===== config.mk =====
export PLATFORM = sky130hd
export DESIGN_NAME = custom_radix_text_to_int_top
export DESIGN_NICKNAME = d
export VERILOG_FILES = /design/src/crtti_pkg.sv /design/src/crtti_cfg.sv /design/src/crtti_lookup.sv /design/src/custom_radix_text_to_int_top.sv
export SDC_FILE = /design/constraint.sdc
export NUM_CORES = 2
export LEC_CHECK = 0
export BUFFER_PORTS_ARGS = -buffer_cell sky130_fd_sc_hd__clkbuf_2
export CAP_MARGIN = 20
export CORE_MARGIN = 2
export CORE_UTILIZATION = 50
export CTS_BUF_LIST = sky130_fd_sc_hd__clkbuf_8 sky130_fd_sc_hd__clkbuf_16
export DETAILED_ROUTE_END_ITERATION = 10
export PLACE_DENSITY = 0.7
export REMOVE_ABC_BUFFERS = 1
export SETUP_SLACK_MARGIN = 0.15
export SYNTH_ARGS = -nofsm -noshare
export SYNTH_HDL_FRONTEND = slang
export SYNTH_HIERARCHICAL = 1
export SYNTH_SLANG_ARGS = --single-unit

===== constraint.sdc =====
create_clock -name clk -period 8.4 [get_ports clk]
set_input_delay 0.42 -clock clk [delete_from_list [all_inputs] [get_ports clk]]
set_output_delay 0.42 -clock clk [all_outputs]
set_load 0.02 [all_outputs]

===== src/crtti_pkg.sv =====
// Shared types, constants and helpers for the custom-radix text-to-integer parser.
// No dependencies; used by crtti_cfg, crtti_lookup, the top level and the testbench.
`timescale 1ns / 1ps
`default_nettype none

package crtti_pkg;

  localparam int SLOTS       = 16;  // symbol slots held by the two alphabet registers
  localparam int MAX_SYMBOLS = 16;  // longest alphabet accepted as valid

  localparam logic [1:0] REG_ALPHA_LOW  = 2'd0;
  localparam logic [1:0] REG_ALPHA_HIGH = 2'd1;
  localparam logic [1:0] REG_ALPHA_LEN  = 2'd2;

  localparam logic [7:0] CH_SPACE = 8'd32;
  localparam logic [7:0] CH_TAB   = 8'd9;
  localparam logic [7:0] CH_CR    = 8'd13;
  localparam logic [7:0] CH_PLUS  = 8'h2b;
  localparam logic [7:0] CH_MINUS = 8'h2d;

  typedef logic [SLOTS-1:0][7:0] sym_arr_t;

  typedef struct packed {
    sym_arr_t   sym;
    logic [4:0] len;
    logic       ok;
  } alpha_t;

  typedef struct packed {
    logic       hit;
    logic [3:0] value;
  } digit_t;

  function automatic logic alphabet_ok(input sym_arr_t sym, input logic [4:0] len);
    logic ok;
    ok = (len >= 5'd2) && (len <= 5'(MAX_SYMBOLS));
    for (int a = 0; a < SLOTS; a++) begin
      if (5'(a) < len) begin
        if (sym[a] == CH_PLUS || sym[a] == CH_MINUS || sym[a] == CH_SPACE ||
            sym[a] == 8'd0) begin
          ok = 1'b0;
        end
        for (int b = a + 1; b < SLOTS; b++) begin
          if (5'(b) < len && sym[b] == sym[a]) begin
            ok = 1'b0;
          end
        end
      end
    end
    return ok;
  endfunction

endpackage

`default_nettype wire


===== src/crtti_cfg.sv =====
// Alphabet register file and registered alphabet validity flag.
// Depends on crtti_pkg.
`timescale 1ns / 1ps
`default_nettype none

module crtti_cfg (
  input  wire logic                  clk,
  input  wire logic                  rst_n,
  input  wire logic                  cfg_valid,
  input  wire logic [1:0]            cfg_index,
  input  wire logic [63:0]           cfg_data,
  output crtti_pkg::alpha_t          alpha
);

  logic [63:0] low_r;
  logic [63:0] high_r;
  logic [4:0]  len_r;
  logic        ok_r;
  crtti_pkg::sym_arr_t sym;

  assign sym = {high_r, low_r};

  always_ff @(posedge clk) begin
    if (!rst_n) begin
      low_r  <= '0;
      high_r <= '0;
      len_r  <= '0;
      ok_r   <= 1'b0;
    end else begin
      if (cfg_valid) begin
        case (cfg_index)
          crtti_pkg::REG_ALPHA_LOW:  low_r  <= cfg_data;
          crtti_pkg::REG_ALPHA_HIGH: high_r <= cfg_data;
          crtti_pkg::REG_ALPHA_LEN:  len_r  <= cfg_data[4:0];
          default: ;
        endcase
      end
      // registered, so it trails a write; the input register covers that delay
      ok_r <= crtti_pkg::alphabet_ok(sym, len_r);
    end
  end

  assign alpha.sym = sym;
  assign alpha.len = len_r;
  assign alpha.ok  = ok_r;

endmodule

`default_nettype wire


===== src/crtti_lookup.sv =====
// Parallel digit lookup: matches a character against the symbols in use.
// Depends on crtti_pkg.
`timescale 1ns / 1ps
`default_nettype none

module crtti_lookup (
  input  wire logic [7:0]        character,
  input  wire crtti_pkg::alpha_t alpha,
  output crtti_pkg::digit_t      digit
);

  always_comb begin
    digit = '0;
    // scan downward so the lowest matching slot wins
    for (int k = crtti_pkg::SLOTS - 1; k >= 0; k--) begin
      if (5'(k) < alpha.len && alpha.sym[k] == character) begin
        digit.hit   = 1'b1;
        digit.value = 4'(k);
      end
    end
  end

endmodule

`default_nettype wire


===== src/custom_radix_text_to_int_top.sv =====
// Top level of the custom-radix text-to-integer parser.
// Depends on crtti_pkg, crtti_cfg and crtti_lookup.
`timescale 1ns / 1ps
`default_nettype none

// One character is taken per cycle while input is not stalled. Each request
// enters an input register, from which the whitespace/sign/digit step and the
// accumulate (accumulator * radix + digit) run and update the parse state. The
// request marked tlast loads the result register, so its result shows on the
// out channel after the input register and the result register. The sustained
// rate of one character per cycle is set by the accumulate loop. Input is
// stalled only when a last request waits behind a result not yet taken.
// Configure the alphabet while no string is in flight.
module custom_radix_text_to_int_top (
  input  wire logic        clk,
  input  wire logic        rst_n,
  // configuration
  input  wire logic        cfg_valid,
  output      logic        cfg_ready,
  input  wire logic [1:0]  cfg_index,
  input  wire logic [63:0] cfg_data,
  // text in
  input  wire logic        in_tvalid,
  output      logic        in_tready,
  input  wire logic [7:0]  in_tdata,   // [7:0] character
  input  wire logic        in_tlast,   // last character of the string
  // value out
  output      logic        out_tvalid,
  input  wire logic        out_tready,
  output      logic [31:0] out_tdata,  // [31:0] value
  output      logic        out_tuser   // [0] alphabet_valid
);

  localparam logic [1:0] PH_SPACE = 2'd0;
  localparam logic [1:0] PH_SIGN  = 2'd1;
  localparam logic [1:0] PH_DIGIT = 2'd2;
  localparam logic [1:0] PH_DONE  = 2'd3;

  crtti_pkg::alpha_t alpha;
  crtti_pkg::digit_t digit;

  logic        s1_valid_r;
  logic [7:0]  s1_char_r;
  logic        s1_last_r;

  logic [1:0]  phase_r, phase_nxt;
  logic        neg_r, neg_nxt;
  logic [31:0] acc_r, acc_nxt;

  logic        out_valid_r, out_valid_nxt;
  logic [31:0] out_value_r, result;
  logic        out_ok_r;

  logic        adv;
  logic        is_ws;
  logic [36:0] prod;

  assign cfg_ready = 1'b1;

  crtti_cfg u_cfg (
    .clk       (clk),
    .rst_n     (rst_n),
    .cfg_valid (cfg_valid),
    .cfg_index (cfg_index),
    .cfg_data  (cfg_data),
    .alpha     (alpha)
  );

  crtti_lookup u_lookup (
    .character (s1_char_r),
    .alpha     (alpha),
    .digit     (digit)
  );

  // a last request may leave stage 1 only when the result slot frees up
  assign adv       = s1_valid_r && (!s1_last_r || !out_valid_r || out_tready);
  assign in_tready = !s1_valid_r || adv;

  assign is_ws = (s1_char_r == crtti_pkg::CH_SPACE) ||
                 (s1_char_r >= crtti_pkg::CH_TAB && s1_char_r <= crtti_pkg::CH_CR);
  assign prod  = acc_r * {27'd0, alpha.len};

  always_comb begin
    logic [1:0] ph;
    logic       used;
    phase_nxt = phase_r;
    neg_nxt   = neg_r;
    acc_nxt   = acc_r;
    ph        = phase_r;
    used      = 1'b0;
    if (ph == PH_SPACE) begin
      if (is_ws) begin
        used = 1'b1;
      end else begin
        ph = PH_SIGN;
      end
    end
    if (!used && ph == PH_SIGN) begin
      if (s1_char_r == crtti_pkg::CH_MINUS) begin
        neg_nxt = ~neg_r;
        used    = 1'b1;
      end else if (s1_char_r == crtti_pkg::CH_PLUS) begin
        used = 1'b1;
      end else begin
        ph = PH_DIGIT;
      end
    end
    if (!used && ph == PH_DIGIT) begin
      if (digit.hit) begin
        acc_nxt = prod[31:0] + {28'd0, digit.value};
      end else begin
        ph = PH_DONE;
      end
    end
    phase_nxt = ph;
  end

  assign result = !alpha.ok ? 32'd0 : (neg_nxt ? (32'd0 - acc_nxt) : acc_nxt);

  always_comb begin
    out_valid_nxt = out_valid_r && !out_tready;
    if (adv && s1_last_r) begin
      out_valid_nxt = 1'b1;
    end
  end

  always_ff @(posedge clk) begin
    if (!rst_n) begin
      s1_valid_r  <= 1'b0;
      out_valid_r <= 1'b0;
      phase_r     <= PH_SPACE;
      neg_r       <= 1'b0;
      acc_r       <= '0;
    end else begin
      if (in_tready) begin
        s1_valid_r <= in_tvalid;
      end
      out_valid_r <= out_valid_nxt;
      if (adv) begin
        if (s1_last_r) begin
          phase_r <= PH_SPACE;
          neg_r   <= 1'b0;
          acc_r   <= '0;
        end else begin
          phase_r <= phase_nxt;
          neg_r   <= neg_nxt;
          acc_r   <= acc_nxt;
        end
      end
    end
  end

  always_ff @(posedge clk) begin
    if (in_tready && in_tvalid) begin
      s1_char_r <= in_tdata;
      s1_last_r <= in_tlast;
    end
    if (adv && s1_last_r) begin
      out_value_r <= result;
      out_ok_r    <= alpha.ok;
    end
  end

  assign out_tvalid = out_valid_r;
  assign out_tdata  = out_value_r;
  assign out_tuser  = out_ok_r;

endmodule

`default_nettype wire


Word-level counts from Yosys, hierarchy flattened. Cells that the tools add are included.

Output and inout bits: 36. Logic and storage cells: 643. Register bits after elaboration: 213.

Mux-type cells: 192. $add $sub $neg: 2. Reductions and logical operators: 223. Equal/unequal tests: 191. Magnitude comparators: 20. Multiply operators: 1. Bitwise logic cells: 1.

Operator list (count): $eq 8x8->1 (136); $eq 8x6->1 const B (51); $mux 1 (164); $logic_and 1x1->1 (144); $logic_not 8->1 (16); $mux 32 (4); $mux 5 (16); $logic_or 1x1->1 (52); $lt 4x5->1 const A (8); $add 32x4->32 (1); $mul 32x5->32 (1); $sub 1x32->32 const A (1); $lt 3x5->1 const A (4); $mux 2 (8); $lt 1x5->1 const A (2); $lt 2x5->1 const A (2); $ge 8x4->1 const B (1); $le 8x4->1 const B (1); $logic_not 1->1 (6); $reduce_and 2->1 (3); $ge 5x2->1 const B (1); $le 5x5->1 const B (1); $eq 2x1->1 const B (2); $eq 2x2->1 const B (2); 2 further kinds (3).

Longest topological paths before layout.
Word-level depth: 159. Mapped depth: 27. Depth with buffers taken out: 24.

Hierarchy. Netlist, hierarchy kept.

By module, submodules not included: crtti_cfg (area each 17687.0 um^2, times used 1, cells an instance 2306); custom_radix_text_to_int_top (area each 9914.5 um^2, times used 1, cells an instance 1171); crtti_lookup (area each 1995.7 um^2, times used 1, cells an instance 278).

Worst setup path before layout. OpenSTA, ideal clock, no wires.

Path kind: register -> register. Start: register s1_char_r[2]. End: register out_value_r[26], in the netlist out_tdata[26] (data pin). Data arrival time: 6.108 ns. Stages on the path, launching flop included: 27. Period minus slack after synthesis: 6.368 ns. Buffers on the path: 2. Slack: 2.032 ns. Cell sequence: edfxtp_1 > buf_4 > xor2_1 > or3_1 > or4_4 > nand4bb_1 > nor4_1 > nor3_2 > inv_1 > fa_1 > inv_1 > ha_1 > inv_1 > fa_1 > inv_1 > ha_1 > a21o_1 > and4_1 > nor2_1 > o21ai_1 > or4b_1 > o311a_1 > o31ai_2 > and4b_1 > buf_2 > a21oi_1 > mux2i_1.

RTL lines: from (decl) (line custom_radix_text_to_int_top.sv:43) `logic [7:0] s1_char_r;`; from (signal assigned) (line custom_radix_text_to_int_top.sv:155) `s1_char_r <= in_tdata;`; to (signal assigned) (line custom_radix_text_to_int_top.sv:159) `out_value_r <= result;`; to (decl) (line custom_radix_text_to_int_top.sv:51) `logic [31:0] out_value_r, result;`.

==> key figures <==
Synthesis
  – Cell Area, Synth: 29600 um2
  – Avg Synthesized Cell Area: 7.88 um2
  – Synth Area in Simple Gates: 22.2%
  – Commonest register cell after synthesis: dfxtp_1
  – Asr flop ratio synth: 0%
  – Post-synthesis mux area share: 0.778%
  – Synth Instances: 3755
  – Synth cell types: 99
  – Adder-Cell Fraction of Synth Area: 8.48%
  – Synthesis-stage register bit count: 213
  – Largest family of logic cells by synthesized area: XOR/XNOR gates
  – Sequential share of the synthesized area: 15.8%
  – Synth Area in XOR/XNOR: 33.8%
  – Compound-Gate Fraction of Synth Area: 10.7%
  – Ys Warns: 6
  – Post-synth EDFFs: 42

Clocking
  – Clock transition at path regs: 0.08 ns
  – CTS max path bufs: 3
  – Maximum level of the CTS H-tree: 1
  – CTS root buf: clkbuf_16
  – Clock Sinks: 213
  – Worst-Skew Late Latency: 0.60 ns
  – CTS tree: built
  – Post-CTS Setup Bufs: 0
  – Num CTS Buffers: 28
  – Hold Buf Count CTS: 1
  – Cts repair resizes: 0

Setup path
  – Worst path slowest cell: o31ai_2
  – Crit Path Max Fanout: 10
  – Reg2Reg Depth: 25
  – Critical path class: reg -> reg
  – Startpoint types: flip-flop
  – Most used cell, CP: inv_1
  – Family with the most delay on the worst path: simple AND/OR/NAND/NOR gates
  – Critical Path End Type: flip-flop
  – Worst path depth: 25
  – Capturing point of the worst reg2reg path: out_tdata[26]$_SDFFCE_PN0P_
  – RR Startpoint: s1_char_r[6]$_DFFE_PP_
  – Worst reg-to-reg setup slack: 1.02 ns
  – Buffers and inverters on the worst path: 5
  – WP data required: 8.74 ns
  – Data arrival time of the worst path: 7.72 ns
  – Delay of the slowest cell on the worst path: 0.69 ns

STA
  – Slew Limit Fails: 0
  – Final critical-path required period: 7.38 ns
  – # setup viols final: 0
  – Least-Margin Pin Slew: 0.930 ns
  – Max-Slew Margin vs Limit: 38.0%
  – Final Hold Viols: 0
  – RSZ-0062 raised after global routing: false
  – Final WS setup: 1.02 ns
  – Clock Skew: 0.0192 ns
  – F_max: 0.136 GHz
  – Final worst path period share: 87.9%
  – Setup_tns: 0 ns

Worst hold path
  – Hold EP: u_cfg/low_r[13]$_SDFFE_PN0P_
  – Worst Hold Path Cells: 3
  – Hold crit path type: in -> reg
  – Hold Startpoint: cfg_data[13]

Placement
  – Placement Setup Slack: 1.15 ns
  – Port Buffer Count: 114
  – Gpl congestion: 1.15
  – Dpl hpwl: 78.6 mm

Global route
  – First-pass GRT wire length: 173 mm
  – Maximum number of pins on one net before global-route repair: 88
  – Total GRT Usage: 37.6%
  – Vias in the first global route: 26900
  – GRT Residual Overflow: 0
  – Initial antenna violation count: 3

Route
  – Final ANT Viol Nets: 0
  – Via count: 28400
  – DRT Pass-1 Iters: 7
  – Via density: 6.37
  – WL/cell: 26.2 um
  – Detailed Route WL: 117 mm
  – Post-route DRC: 0
  – Iteration-0 DRC Markers: 3881

Cells and area
  – Nets: 3902
  – Number of antenna diodes: 0
  – Layout cells sized above 1: 10.0%
  – Layout area overhead: 6.46%

Floorplanning
  – Core Area: 58800 um2
  – Die area: 61200 um2
  – # IOs: 116
  – Num rows: 89
  – Die width: 247 um
  – Initial Util: 50.3%
  – Die H: 247 um

Pwr
  – Pwr/cell area: 104 nW/um2
  – Pwr Total: 3.27 mW
  – Leak pwr: 11.9 nW
  – Peak VDD IR: 0.151 mV

Run status
  – Outcome: finished clean

Flow run
  – Max Cap Violations: 0
through the flow:
step           cell area (um2)  hold WS [ns]  cells  util (%)
2_1_floorplan            27800         0.519   3362         -
3_3_place_gp             30600         0.549   4414      52.0
3_5_place_dp             30600         0.563   4414      52.0
4_1_cts                  31500        0.0429   4467      53.6
5_1_grt                  31500        0.0510   4468      53.6
6_report                 31500        0.0641   4468      53.6
cells in the mapped netlist (all sizes together) (17+ instances only):
master  number  share of area [%]
a21boi     130                3.3
a21o        17               0.43
a21oi       71                1.3
a31oi       46               0.99
a41oi       23               0.71
and2       159                3.4
buf        268                4.5
clkbuf     125                1.6
dfxtp      171                 12
edfxtp      42                4.3
fa          86                5.8
ha          63                2.7
inv        162                2.1
mux2i       23               0.78
nand2      364                4.6
nand3       45               0.76
nand4      209                4.4
nor2        90                1.1
nor2b       32               0.68
nor3       108                1.9
nor4       125                2.8
o21ai       53               0.90
or3         17               0.36
xnor2      832                 25
xor2       310                9.2
worst max-delay path by stage:
stage,from,end,slack [ns]
2_1_floorplan,u_cfg/len_r[4]$_SDFFE_PN0P_,out_tdata[26]$_SDFFCE_PN0P_,1.58
3_3_place_gp,s1_char_r[6]$_DFFE_PP_,out_tdata[24]$_SDFFCE_PN0P_,1.21
6_report,s1_char_r[6]$_DFFE_PP_,out_tdata[26]$_SDFFCE_PN0P_,1.02
5_1_grt,s1_char_r[6]$_DFFE_PP_,out_tdata[20]$_SDFFCE_PN0P_,0.62
4_1_cts,s1_char_r[6]$_DFFE_PP_,out_tdata[26]$_SDFFCE_PN0P_,1.12
3_5_place_dp,s1_char_r[6]$_DFFE_PP_,out_tdata[30]$_SDFFCE_PN0P_,1.15
placed cells by master, fill, tap and decap left out, drive strengths merged, types with 45 or more instances in the layout:
cell type and count:
a21boi 130, a21oi 71, a31oi 46, and2 159
buf 167, clkbuf 143, dfxtp 171, fa 86
ha 63, inv 171, nand2 364, nand3 45
nand4 209, nor2 90, nor3 108, nor4 125
o21ai 53, xnor2 832, xor2 310
flip-flops by register name, summed over array words and instances (netlist names):
name	flops
out_tvalid	1
u_cfg/ok_r	1
s1_valid_r	1
u_cfg/high_r	64
u_cfg/low_r	64
out_tuser	1
acc_r	32
out_tdata	32
s1_last_r	1
phase_r	2
neg_r	1
u_cfg/len_r	5
s1_char_r	8
layer usage:
layer / up-vias / GRT usage, % / wire length [um]
met5: - / 0 / 15
met4: 2 / 26.3 / 10200
met3: 624 / 13.2 / 16900
met2: 2054 / 54.5 / 46800
met1: 13400 / 46.5 / 43000
li1: 12400 / - / -
final cells by class:
type | count | area [um2]
tap | 773 | 967
timing repair buffer | 281 | 1830
inverter | 163 | 612
fill | 5587 | 27300
multi-input combinational | 2986 | 22500
clock inverter | 22 | 171
clock buffer | 30 | 728
sequential | 213 | 4690
power by group:
part | internal, mW | switching, mW
logic | 0.370 | 0.561
clock network | 0.684 | 0.529
registers | 1.07 | 0.0522
worst reg2reg max path: cells and delay by family, from the launching register on:
family / cells / cell delay (ns)
XOR/XNOR: 1 / 0.18
AND/OR/NAND/NOR: 9 / 2.77
adder cells (fa/ha/maj): 4 / 1.57
flip-flops: 1 / 0.61
AO/OA/AOI/OAI: 5 / 1.37
buffers and inverters: 5 / 0.52
multiplexers: 1 / 0.14
logic make-up (layout without fill, tap and decap cells):
| group | after synthesis | count (layout) |
|---|---|---|
| xor gates and xnor gates | 1142 | 1142 |
| other | 1 | 1 |
| AOI/OAI and AO/OA | 440 | 440 |
| buffers and inverters | 556 | 496 |
| and+or+nand+nor | 1231 | 1231 |
| DFF | 213 | 213 |
| adders and majority gates | 149 | 149 |
| muxes | 23 | 23 |
Power figures use the tool's default switching activity.
